`config.mk`:
```
export PLATFORM = sky130hd
export DESIGN_NAME = debug_stream_deframer_unit
export DESIGN_NICKNAME = d
export VERILOG_FILES = /design/src/hdl/dsd_pkg.sv /design/src/hdl/dsd_cfg_regs.sv /design/src/hdl/dsd_in_stage.sv /design/src/hdl/dsd_frame_core.sv /design/src/hdl/dsd_out_stage.sv /design/src/hdl/debug_stream_deframer_unit.sv
export SDC_FILE = /design/constraint.sdc
export NUM_CORES = 1
export LEC_CHECK = 0
export ABC_CLOCK_PERIOD_IN_PS = 3800
export BUFFER_PORTS_ARGS = -buffer_cell sky130_fd_sc_hd__buf_2
export CAP_MARGIN = 20
export CORE_ASPECT_RATIO = 1.25
export CORE_UTILIZATION = 40
export CTS_BUF_LIST = sky130_fd_sc_hd__clkbuf_4
export DETAILED_ROUTE_END_ITERATION = 10
export PLACE_DENSITY = 0.6
export SLEW_MARGIN = 0
export SYNTH_ARGS = -nofsm -noshare
export SYNTH_HDL_FRONTEND = slang
export SYNTH_HIERARCHICAL = 1
export SYNTH_SLANG_ARGS = --single-unit
```
`constraint.sdc`:
```
create_clock -name clk -period 3.8 [get_ports clk]
set_input_delay 0.95 -clock clk [delete_from_list [all_inputs] [get_ports clk]]
set_output_delay 0.95 -clock clk [all_outputs]
set_load 0.1 [all_outputs]
```
`src/hdl/dsd_pkg.sv`:
```
`timescale 1ns / 1ps
// ----------------------------------------------------------------------------
// dsd_pkg
// Shared types and constants of the debug stream deframer.
// ----------------------------------------------------------------------------
package dsd_pkg;

	localparam int unsigned HDR_BYTES   = 12;
	localparam int unsigned LEN_W       = 24;
	localparam int unsigned APB_ADDR_W  = 4;
	localparam int unsigned APB_DATA_W  = 32;

	localparam logic [LEN_W-1:0] LEN_SAT = {LEN_W{1'b1}};

	localparam logic [31:0]      MAGIC_WORD_RST   = 32'd0;
	localparam logic [7:0]       PROTO_VER_RST    = 8'd1;
	localparam logic [LEN_W-1:0] MAX_PAYLOAD_RST  = 24'd65536;

	// header byte positions
	localparam logic [3:0] HB_MAGIC3   = 4'd3;
	localparam logic [3:0] HB_VERSION  = 4'd4;
	localparam logic [3:0] HB_OPCODE   = 4'd5;
	localparam logic [3:0] HB_FLAGS    = 4'd6;
	localparam logic [3:0] HB_RESERVED = 4'd7;
	localparam logic [3:0] HB_LEN0     = 4'd8;
	localparam logic [3:0] HB_LEN1     = 4'd9;
	localparam logic [3:0] HB_LEN2     = 4'd10;
	localparam logic [3:0] HB_LEN3     = 4'd11;

	typedef enum logic [1:0] {
		REG_MAGIC_WORD  = 2'd0,
		REG_PROTO_VER   = 2'd1,
		REG_MAX_PAYLOAD = 2'd2
	} reg_idx_t;

	typedef enum logic [1:0] {
		PH_HEADER  = 2'd0,
		PH_PAYLOAD = 2'd1,
		PH_ERROR   = 2'd2
	} phase_t;

	typedef enum logic [1:0] {
		KIND_HEADER  = 2'd0,
		KIND_PAYLOAD = 2'd1,
		KIND_ERROR   = 2'd2
	} kind_t;

	localparam logic CMD_STREAM = 1'b0;
	localparam logic CMD_CLEAR  = 1'b1;

	typedef struct packed {
		logic       command;
		logic [7:0] in_byte;
	} in_req_t;

	typedef struct packed {
		kind_t            kind;
		logic [7:0]       opcode;
		logic [7:0]       flag_bits;
		logic [LEN_W-1:0] payload_length;
		logic [7:0]       data_byte;
		logic             last;
	} out_res_t;

	typedef struct packed {
		logic [31:0]      magic_word;
		logic [7:0]       protocol_version;
		logic [LEN_W-1:0] max_payload;
	} cfg_t;

endpackage

```
`src/hdl/dsd_cfg_regs.sv`:
```
`timescale 1ns / 1ps
// ----------------------------------------------------------------------------
// dsd_cfg_regs
// APB register file holding the expected magic, version and length limit.
// ----------------------------------------------------------------------------
module dsd_cfg_regs
	import dsd_pkg::*;
(
	input  logic                  clk,
	input  logic                  arst_n,
	input  logic                  psel,
	input  logic                  penable,
	input  logic                  pwrite,
	input  logic [APB_ADDR_W-1:0] paddr,
	input  logic [APB_DATA_W-1:0] pwdata,
	output logic [APB_DATA_W-1:0] prdata,
	output logic                  pready,
	output cfg_t                  cfg
);

	logic [31:0]      magic_word_q;
	logic [7:0]       proto_ver_q;
	logic [LEN_W-1:0] max_payload_q;
	logic             wr_en;
	reg_idx_t         idx;

	assign pready = 1'b1;
	assign wr_en  = psel && penable && pwrite;
	assign idx    = reg_idx_t'(paddr[3:2]);

	always_ff @(posedge clk or negedge arst_n) begin
		if (!arst_n) begin
			magic_word_q  <= MAGIC_WORD_RST;
			proto_ver_q   <= PROTO_VER_RST;
			max_payload_q <= MAX_PAYLOAD_RST;
		end else if (wr_en) begin
			case (idx)
				REG_MAGIC_WORD:  magic_word_q  <= pwdata;
				REG_PROTO_VER:   proto_ver_q   <= pwdata[7:0];
				REG_MAX_PAYLOAD: max_payload_q <= pwdata[LEN_W-1:0];
				default: ;
			endcase
		end
	end

	always_comb begin
		case (idx)
			REG_MAGIC_WORD:  prdata = magic_word_q;
			REG_PROTO_VER:   prdata = {24'd0, proto_ver_q};
			REG_MAX_PAYLOAD: prdata = {{(APB_DATA_W-LEN_W){1'b0}}, max_payload_q};
			default:         prdata = '0;
		endcase
	end

	assign cfg.magic_word       = magic_word_q;
	assign cfg.protocol_version = proto_ver_q;
	assign cfg.max_payload      = max_payload_q;

endmodule

```
`src/hdl/dsd_in_stage.sv`:
```
`timescale 1ns / 1ps
// ----------------------------------------------------------------------------
// dsd_in_stage
// Input register: captures one request per cycle while not stalled and hands it to the core.
// ----------------------------------------------------------------------------
module dsd_in_stage
	import dsd_pkg::*;
(
	input  logic    clk,
	input  logic    arst_n,
	input  logic    in_valid,
	input  in_req_t in_req,
	output logic    in_stall,
	input  logic    down_ready,
	output logic    fire,
	output in_req_t req_s1
);

	logic valid_s1;

	// request moves into the core when the result register can take it
	assign fire     = valid_s1 && down_ready;
	assign in_stall = valid_s1 && !down_ready;

	always_ff @(posedge clk or negedge arst_n) begin
		if (!arst_n) begin
			valid_s1 <= 1'b0;
		end else if (!in_stall) begin
			valid_s1 <= in_valid;
		end
	end

	always_ff @(posedge clk) begin
		if (in_valid && !in_stall) begin
			req_s1 <= in_req;
		end
	end

endmodule

```
`src/hdl/dsd_frame_core.sv`:
```
`timescale 1ns / 1ps
// ----------------------------------------------------------------------------
// dsd_frame_core
// Framer state: header collection, checks, payload countdown, sticky error.
// ----------------------------------------------------------------------------
module dsd_frame_core
	import dsd_pkg::*;
(
	input  logic     clk,
	input  logic     arst_n,
	input  cfg_t     cfg,
	input  logic     fire,
	input  in_req_t  req_s1,
	output logic     res_valid,
	output out_res_t res
);

	phase_t           phase_q, phase_n;
	logic [3:0]       hdr_cnt_q, hdr_cnt_n, cnt_eff;
	logic [LEN_W-1:0] bytes_left_q, bytes_left_n, bl_dec;
	logic [31:0]      magic_q, magic_n;
	logic [7:0]       version_q, version_n;
	logic [7:0]       opcode_q, opcode_n;
	logic [7:0]       flags_q, flags_n;
	logic [LEN_W-1:0] len_lo_q, len_lo_n;
	logic             len_hi_q, len_hi_n;
	logic             hdr_err;
	logic [7:0]       b;

	assign b      = req_s1.in_byte;
	assign bl_dec = bytes_left_q - LEN_W'(bytes_left_q != '0);

	always_comb begin
		phase_n      = phase_q;
		hdr_cnt_n    = hdr_cnt_q;
		bytes_left_n = bytes_left_q;
		magic_n      = magic_q;
		version_n    = version_q;
		opcode_n     = opcode_q;
		flags_n      = flags_q;
		len_lo_n     = len_lo_q;
		len_hi_n     = len_hi_q;
		cnt_eff      = (hdr_cnt_q >= 4'(HDR_BYTES)) ? 4'd0 : hdr_cnt_q;
		hdr_err      = 1'b0;
		res_valid    = 1'b0;
		res          = '0;
		res.kind     = KIND_PAYLOAD;

		if (fire) begin
			if (req_s1.command == CMD_CLEAR) begin
				phase_n      = PH_HEADER;
				hdr_cnt_n    = '0;
				bytes_left_n = '0;
			end else begin
				case (phase_q)
					PH_ERROR: ;
					PH_PAYLOAD: begin
						res_valid    = 1'b1;
						res.kind     = KIND_PAYLOAD;
						res.data_byte = b;
						res.last     = (bytes_left_q <= LEN_W'(1));
						bytes_left_n = bl_dec;
						if (bl_dec == '0) begin
							phase_n   = PH_HEADER;
							hdr_cnt_n = '0;
						end
					end
					default: begin
						phase_n = PH_HEADER;
						case (cnt_eff)
							HB_VERSION:  version_n = b;
							HB_OPCODE:   opcode_n  = b;
							HB_FLAGS:    flags_n   = b;
							HB_RESERVED: ;
							HB_LEN0:     len_lo_n[7:0]   = b;
							HB_LEN1:     len_lo_n[15:8]  = b;
							HB_LEN2:     len_lo_n[23:16] = b;
							HB_LEN3:     len_hi_n = (b != 8'd0);
							default:     magic_n[{cnt_eff[1:0], 3'b000} +: 8] = b;
						endcase
						hdr_cnt_n = cnt_eff + 4'd1;
						if (cnt_eff == HB_LEN3) begin
							hdr_cnt_n = '0;
							// magic and version complete; length top byte is this request
							hdr_err = (magic_q != cfg.magic_word) ||
								(version_q != cfg.protocol_version) ||
								len_hi_n || (len_lo_q > cfg.max_payload);
							res_valid = 1'b1;
							res.opcode    = opcode_q;
							res.flag_bits = flags_q;
							res.payload_length = len_hi_n ? LEN_SAT : len_lo_q;
							if (hdr_err) begin
								res.kind     = KIND_ERROR;
								phase_n      = PH_ERROR;
								bytes_left_n = '0;
							end else if (len_lo_q == '0) begin
								res.kind     = KIND_HEADER;
								res.last     = 1'b1;
								bytes_left_n = '0;
							end else begin
								res.kind     = KIND_HEADER;
								bytes_left_n = len_lo_q;
								phase_n      = PH_PAYLOAD;
							end
						end
					end
				endcase
			end
		end

		// payload results carry the current frame's header fields
		if (phase_q == PH_PAYLOAD) begin
			res.opcode         = opcode_q;
			res.flag_bits      = flags_q;
			res.payload_length = len_hi_q ? LEN_SAT : len_lo_q;
		end
	end

	always_ff @(posedge clk or negedge arst_n) begin
		if (!arst_n) begin
			phase_q      <= PH_HEADER;
			hdr_cnt_q    <= '0;
			bytes_left_q <= '0;
		end else begin
			phase_q      <= phase_n;
			hdr_cnt_q    <= hdr_cnt_n;
			bytes_left_q <= bytes_left_n;
		end
	end

	// header fields are rewritten before any result uses them
	always_ff @(posedge clk) begin
		magic_q   <= magic_n;
		version_q <= version_n;
		opcode_q  <= opcode_n;
		flags_q   <= flags_n;
		len_lo_q  <= len_lo_n;
		len_hi_q  <= len_hi_n;
	end

endmodule

```
`src/hdl/dsd_out_stage.sv`:
```
`timescale 1ns / 1ps
// ----------------------------------------------------------------------------
// dsd_out_stage
// Result register: holds a result while the receiver stalls.
// ----------------------------------------------------------------------------
module dsd_out_stage
	import dsd_pkg::*;
(
	input  logic     clk,
	input  logic     arst_n,
	input  logic     res_valid,
	input  out_res_t res,
	output logic     ready,
	output logic     out_valid,
	output out_res_t out_res,
	input  logic     out_stall
);

	logic     valid_s2;
	out_res_t res_s2;

	assign ready     = !valid_s2 || !out_stall;
	assign out_valid = valid_s2;
	assign out_res   = res_s2;

	always_ff @(posedge clk or negedge arst_n) begin
		if (!arst_n) begin
			valid_s2 <= 1'b0;
		end else if (ready) begin
			valid_s2 <= res_valid;
		end
	end

	always_ff @(posedge clk) begin
		if (ready && res_valid) begin
			res_s2 <= res;
		end
	end

endmodule

```
`src/hdl/debug_stream_deframer_unit.sv`:
```
`timescale 1ns / 1ps
// ----------------------------------------------------------------------------
// debug_stream_deframer_unit
// Streams length-prefixed frames: checks a 12-byte header, then passes bytes.
// ----------------------------------------------------------------------------
//  channel   handshake               payload
//  in        in_valid / in_stall     in_req  (command, in_byte)
//  out       out_valid / out_stall   out_res (kind .. last)
//  config    psel/penable/pwrite     paddr, pwdata, prdata, pready
//
//  one request per cycle while in_stall is low
//  the input register, framer state update and result register form the path
//  a stalled result holds in the result register; in_stall rises only when
//  the input register is also full
//  reset clears the framer to the header phase and loads register defaults
// ----------------------------------------------------------------------------
module debug_stream_deframer_unit
	import dsd_pkg::*;
(
	input  logic                  clk,
	input  logic                  arst_n,
	input  logic                  in_valid,
	output logic                  in_stall,
	input  in_req_t               in_req,
	output logic                  out_valid,
	input  logic                  out_stall,
	output out_res_t              out_res,
	input  logic                  psel,
	input  logic                  penable,
	input  logic                  pwrite,
	input  logic [APB_ADDR_W-1:0] paddr,
	input  logic [APB_DATA_W-1:0] pwdata,
	output logic [APB_DATA_W-1:0] prdata,
	output logic                  pready
);

	cfg_t     cfg;
	logic     fire;
	logic     down_ready;
	in_req_t  req_s1;
	logic     res_valid;
	out_res_t res;

	dsd_cfg_regs u_cfg (
		.clk     (clk),
		.arst_n  (arst_n),
		.psel    (psel),
		.penable (penable),
		.pwrite  (pwrite),
		.paddr   (paddr),
		.pwdata  (pwdata),
		.prdata  (prdata),
		.pready  (pready),
		.cfg     (cfg)
	);

	dsd_in_stage u_in (
		.clk        (clk),
		.arst_n     (arst_n),
		.in_valid   (in_valid),
		.in_req     (in_req),
		.in_stall   (in_stall),
		.down_ready (down_ready),
		.fire       (fire),
		.req_s1     (req_s1)
	);

	dsd_frame_core u_core (
		.clk       (clk),
		.arst_n    (arst_n),
		.cfg       (cfg),
		.fire      (fire),
		.req_s1    (req_s1),
		.res_valid (res_valid),
		.res       (res)
	);

	dsd_out_stage u_out (
		.clk       (clk),
		.arst_n    (arst_n),
		.res_valid (res_valid),
		.res       (res),
		.ready     (down_ready),
		.out_valid (out_valid),
		.out_res   (out_res),
		.out_stall (out_stall)
	);

endmodule

```
==> results by group <==
Run status
  – Status: complete, no violations

Placement
  – Worst slack at placement: 0.0586 ns
  – Cell area after placement: ~13000 um^2
  – Final GP Congestion: 0.930
  – PortBufs: 134
  – HPWL Detailed: ~22 mm

Min path
  – Worst hold path type: in2async

Yosys
  – Cell area after synthesis: 11400 um^2
  – Ys async rst share: 40.5%
  – Post-synth top flop: edfxtp_1
  – Post-Syn Instances: roughly 900
  – Synth unique cells: 62
  – Synth warn: 6
  – Post-Syn Area per Cell: 12.3 um^2
  – Syn Nets: 1014
  – Register area share after synthesis: 58.2%
  – Commonest cells post-synth: edfxtp_1, nor2_1, dfrtp_1
  – Yosys reg bits: 237
  – Top cell type by total area after synthesis: edfxtp_1
  – Synth area leaders: edfxtp_1, dfrtp_1, mux2_2, ha_1, nor2_1
  – Top-count cell post-synth: edfxtp_1
  – Synth top area share: 37.1%
  – Post-synth EDFFs: 141

Route
  – DR WL/cell: 19.8 um
  – DR vias: around 8.1k
  – Post-route DRC: 0
  – Detailed Route WL: 30.4 mm
  – Antenna-violating nets left: 0
  – Drt first-iter violations: 397
  – Via-per-instance ratio: ~5.3
  – Drt first pass iters: 5

Global route
  – Largest net degree at the start of global routing: 61
  – Vias in the first global route: 8324
  – Tot GR Track Use: about a fifth
  – GR Overflow Total: 0
  – First-pass GRT wire length: 46.7 mm
  – Antenna violations before repair: 1

Power
  – Pwr dens: 501 nW/um^2
  – VDD IR max: ~340 uV
  – Overall Power: 6.90 mW
  – Lkg Pwr: 5.92 nW

CTS
  – CTS Sinks: about 240
  – Max Root-Sink Buffers: 3
  – Clk slew on worst S/H paths: 0.07 ns
  – H-tree levels: 2
  – Root buffer cell: clkbuf_4
  – CTS tree: built
  – Inserted Clock Buffers: 59
  – Hold Buf Count CTS: 0
  – Worst-Skew Late Latency: 0.69 ns

STA
  – Tightest Pin Transition: 0.746 ns
  – Fin. Hold Viols: 0
  – RSZ-0062 raised after global routing: false
  – Worst-case clock skew: 0.0445 ns
  – # setup viols final: 0
  – Relative slew slack: 49.9%
  – Final period utilization: a little over nine tenths
  – Fin crit period: 3.59 ns
  – Final WS setup: 0.211 ns
  – Setup_tns: 0 ns
  – Final number of max-transition violations: 0
  – Fmax: between 200 and 300 MHz

Floorplanning
  – IO Count: 138
  – Die area: 29200 um^2
  – Die Span Y: between 150 and 200 um
  – Row Count: about 70
  – Initial Utilization: 41.0%
  – Core ar.: 27800 um^2
  – Die W: 153 um

Setup path
  – Critical Path End Type: flop
  – Cell breakdown of the critical path: nor3_2, nand3b_1, nor2_1, nand4_1, nor4_2, nand2_1, ha_1, ha_1, nand3_1, nor4_1, nand4_1, a2111oi_2, nand4_1, buf_4, o21ai_4, o22ai_1
  – Critical path class: reg2reg
  – Required @ worst endpoint: 4.33 ns
  – Crit-path max FO: 5
  – Slowest stage delay, CP: 0.40 ns
  – Critical path data arrival time: around 4 ns
  – Slowest CP cell: a2111oi_2
  – CP most frequent cell: nand4_1
  – Startpoint types: flop

Layout
  – Share of layout cells above drive strength 1: between 30% and 40%
  – Layout Nets: 1222
  – Final instance area: 13800 um^2
  – Layout Area Growth over Synthesis: 20.7%
  – Fill count: 2519

Job
  – Max_cap viols: 0
[cells by family (layout without fill, tap and decap cells)]
| logic type | count (synthesis) | after routing | synth area share (%) |
|---|---|---|---|
| xor gates and xnor gates | 50 | 50 | 3.84 |
| other | 1 | 2 | 0.0329 |
| muxes | 91 | 91 | 8.72 |
| AOI/OAI and AO/OA | 128 | 128 | 7.48 |
| buffers and inverters | 76 | 335 | 3.01 |
| adders and majority gates | 38 | 38 | 4.17 |
| and+or+nand+nor | 303 | 303 | 14.5 |
| DFF | 237 | 237 | 58.2 |
[sequential cells by signal, indices dropped and copies added, names as in the netlist]
register and count:
u_core/version_q 8, u_core/opcode_q 8, u_in/valid_s1 1, u_core/phase_q 2, u_core/len_hi_q 1, u_in/req_s1 9
u_cfg/magic_word_q 32, u_cfg/max_payload_q 24, u_core/flags_q 8, u_core/len_lo_q 24, u_core/hdr_cnt_q 4, u_out/out_valid 1
u_out/out_res 51, u_core/magic_q 32, u_core/bytes_left_q 24, u_cfg/proto_ver_q 8
[worst max-delay path: cells and delay by family (launching register included)]
family          cells  cell delay, ns
simple gates       10            1.64
compound gates      3            0.73
fa+ha+maj           2            0.51
flops               1            0.39
buf+inv             1            0.18
[layout by cell type, fill, tap and decap left out, types with 8 or more instances in the layout]
master	count
o21ai_0	25
ha_1	38
dfrtp_1	94
nor2_1	100
mux2_2	64
edfxtp_1	141
nand4_1	21
and3_1	12
a31o_1	19
xnor2_1	29
nand2_1	32
buf_12	15
nand3_1	8
o21ai_1	14
clkbuf_4	90
xor2_1	21
a21oi_1	24
clkinv_1	12
mux2i_1	24
buf_4	46
a21o_1	10
and2_1	49
inv_1	40
nor4_1	21
nor2b_1	20
buf_2	121
[through the flow]
step	cells	hold slack [ns]	utilization (%)
3_5_place_dp	1420	0.511	46.4
4_1_cts	1532	0.186	49.4
5_1_grt	1534	0.215	49.5
2_1_floorplan	924	0.480	-
3_3_place_gp	1420	0.503	46.4
6_report	1534	0.243	49.5
[metal layers]
layer,vias up,wire [um],global-route usage (%)
li1,3807,-,-
met1,3967,12400,25.0
met2,245,15800,38.7
met3,48,1470,3.45
met4,0,711,7.81
met5,-,0,0
[power breakdown]
group          total, mW  leakage, nW  switching [mW]  internal, mW
Combinational       1.49         2.90           0.915         0.573
Clock               2.26        0.493            1.04          1.23
Sequential          3.15         2.52           0.210          2.94
Total               6.90         5.92            2.16          4.73
[layout make-up]
type / instances / area, um^2 / area share (%)
Sequential cell: 237 / 6640 / 48.2
Antenna cell: 1 / 2.50 / 0.0182
Clock inverter: 22 / 148 / 1.07
Clock buffer: 90 / 676 / 4.91
Inverter: 41 / 154 / 1.12
Timing Repair Buffer: 182 / 1250 / 9.09
Tap cell: 350 / 438 / 3.18
Multi-Input combinational cell: 611 / 4460 / 32.4
[worst paths after layout]
path                                    startpoint                    end  slack, ns  depth (start not counted)
hold reg to reg                  u_core/flags_q[2]      u_out/out_res[35]       0.52                          1
hold / removal                              arst_n  u_cfg/magic_word_q[6]       0.24                          1
min in group clk                         in_req[0]         u_in/req_s1[0]       0.47                          1
max in group asynchronous                   arst_n          u_in/valid_s1       2.83                          2
setup / recovery           u_core/bytes_left_q[18]    u_core/hdr_cnt_q[2]       0.21                         16
setup reg to reg           u_core/bytes_left_q[18]    u_core/hdr_cnt_q[2]       0.21                         16
[repair_timing]
| item | 4_1_cts | 5_1_grt |
|---|---|---|
| setup buffers | 0 | 1 |
| endpoints found under the setup margin | 0 | 6 |
| resized for setup | 0 | 3 |
No activity file was read; power rests on OpenSTA's default activity.
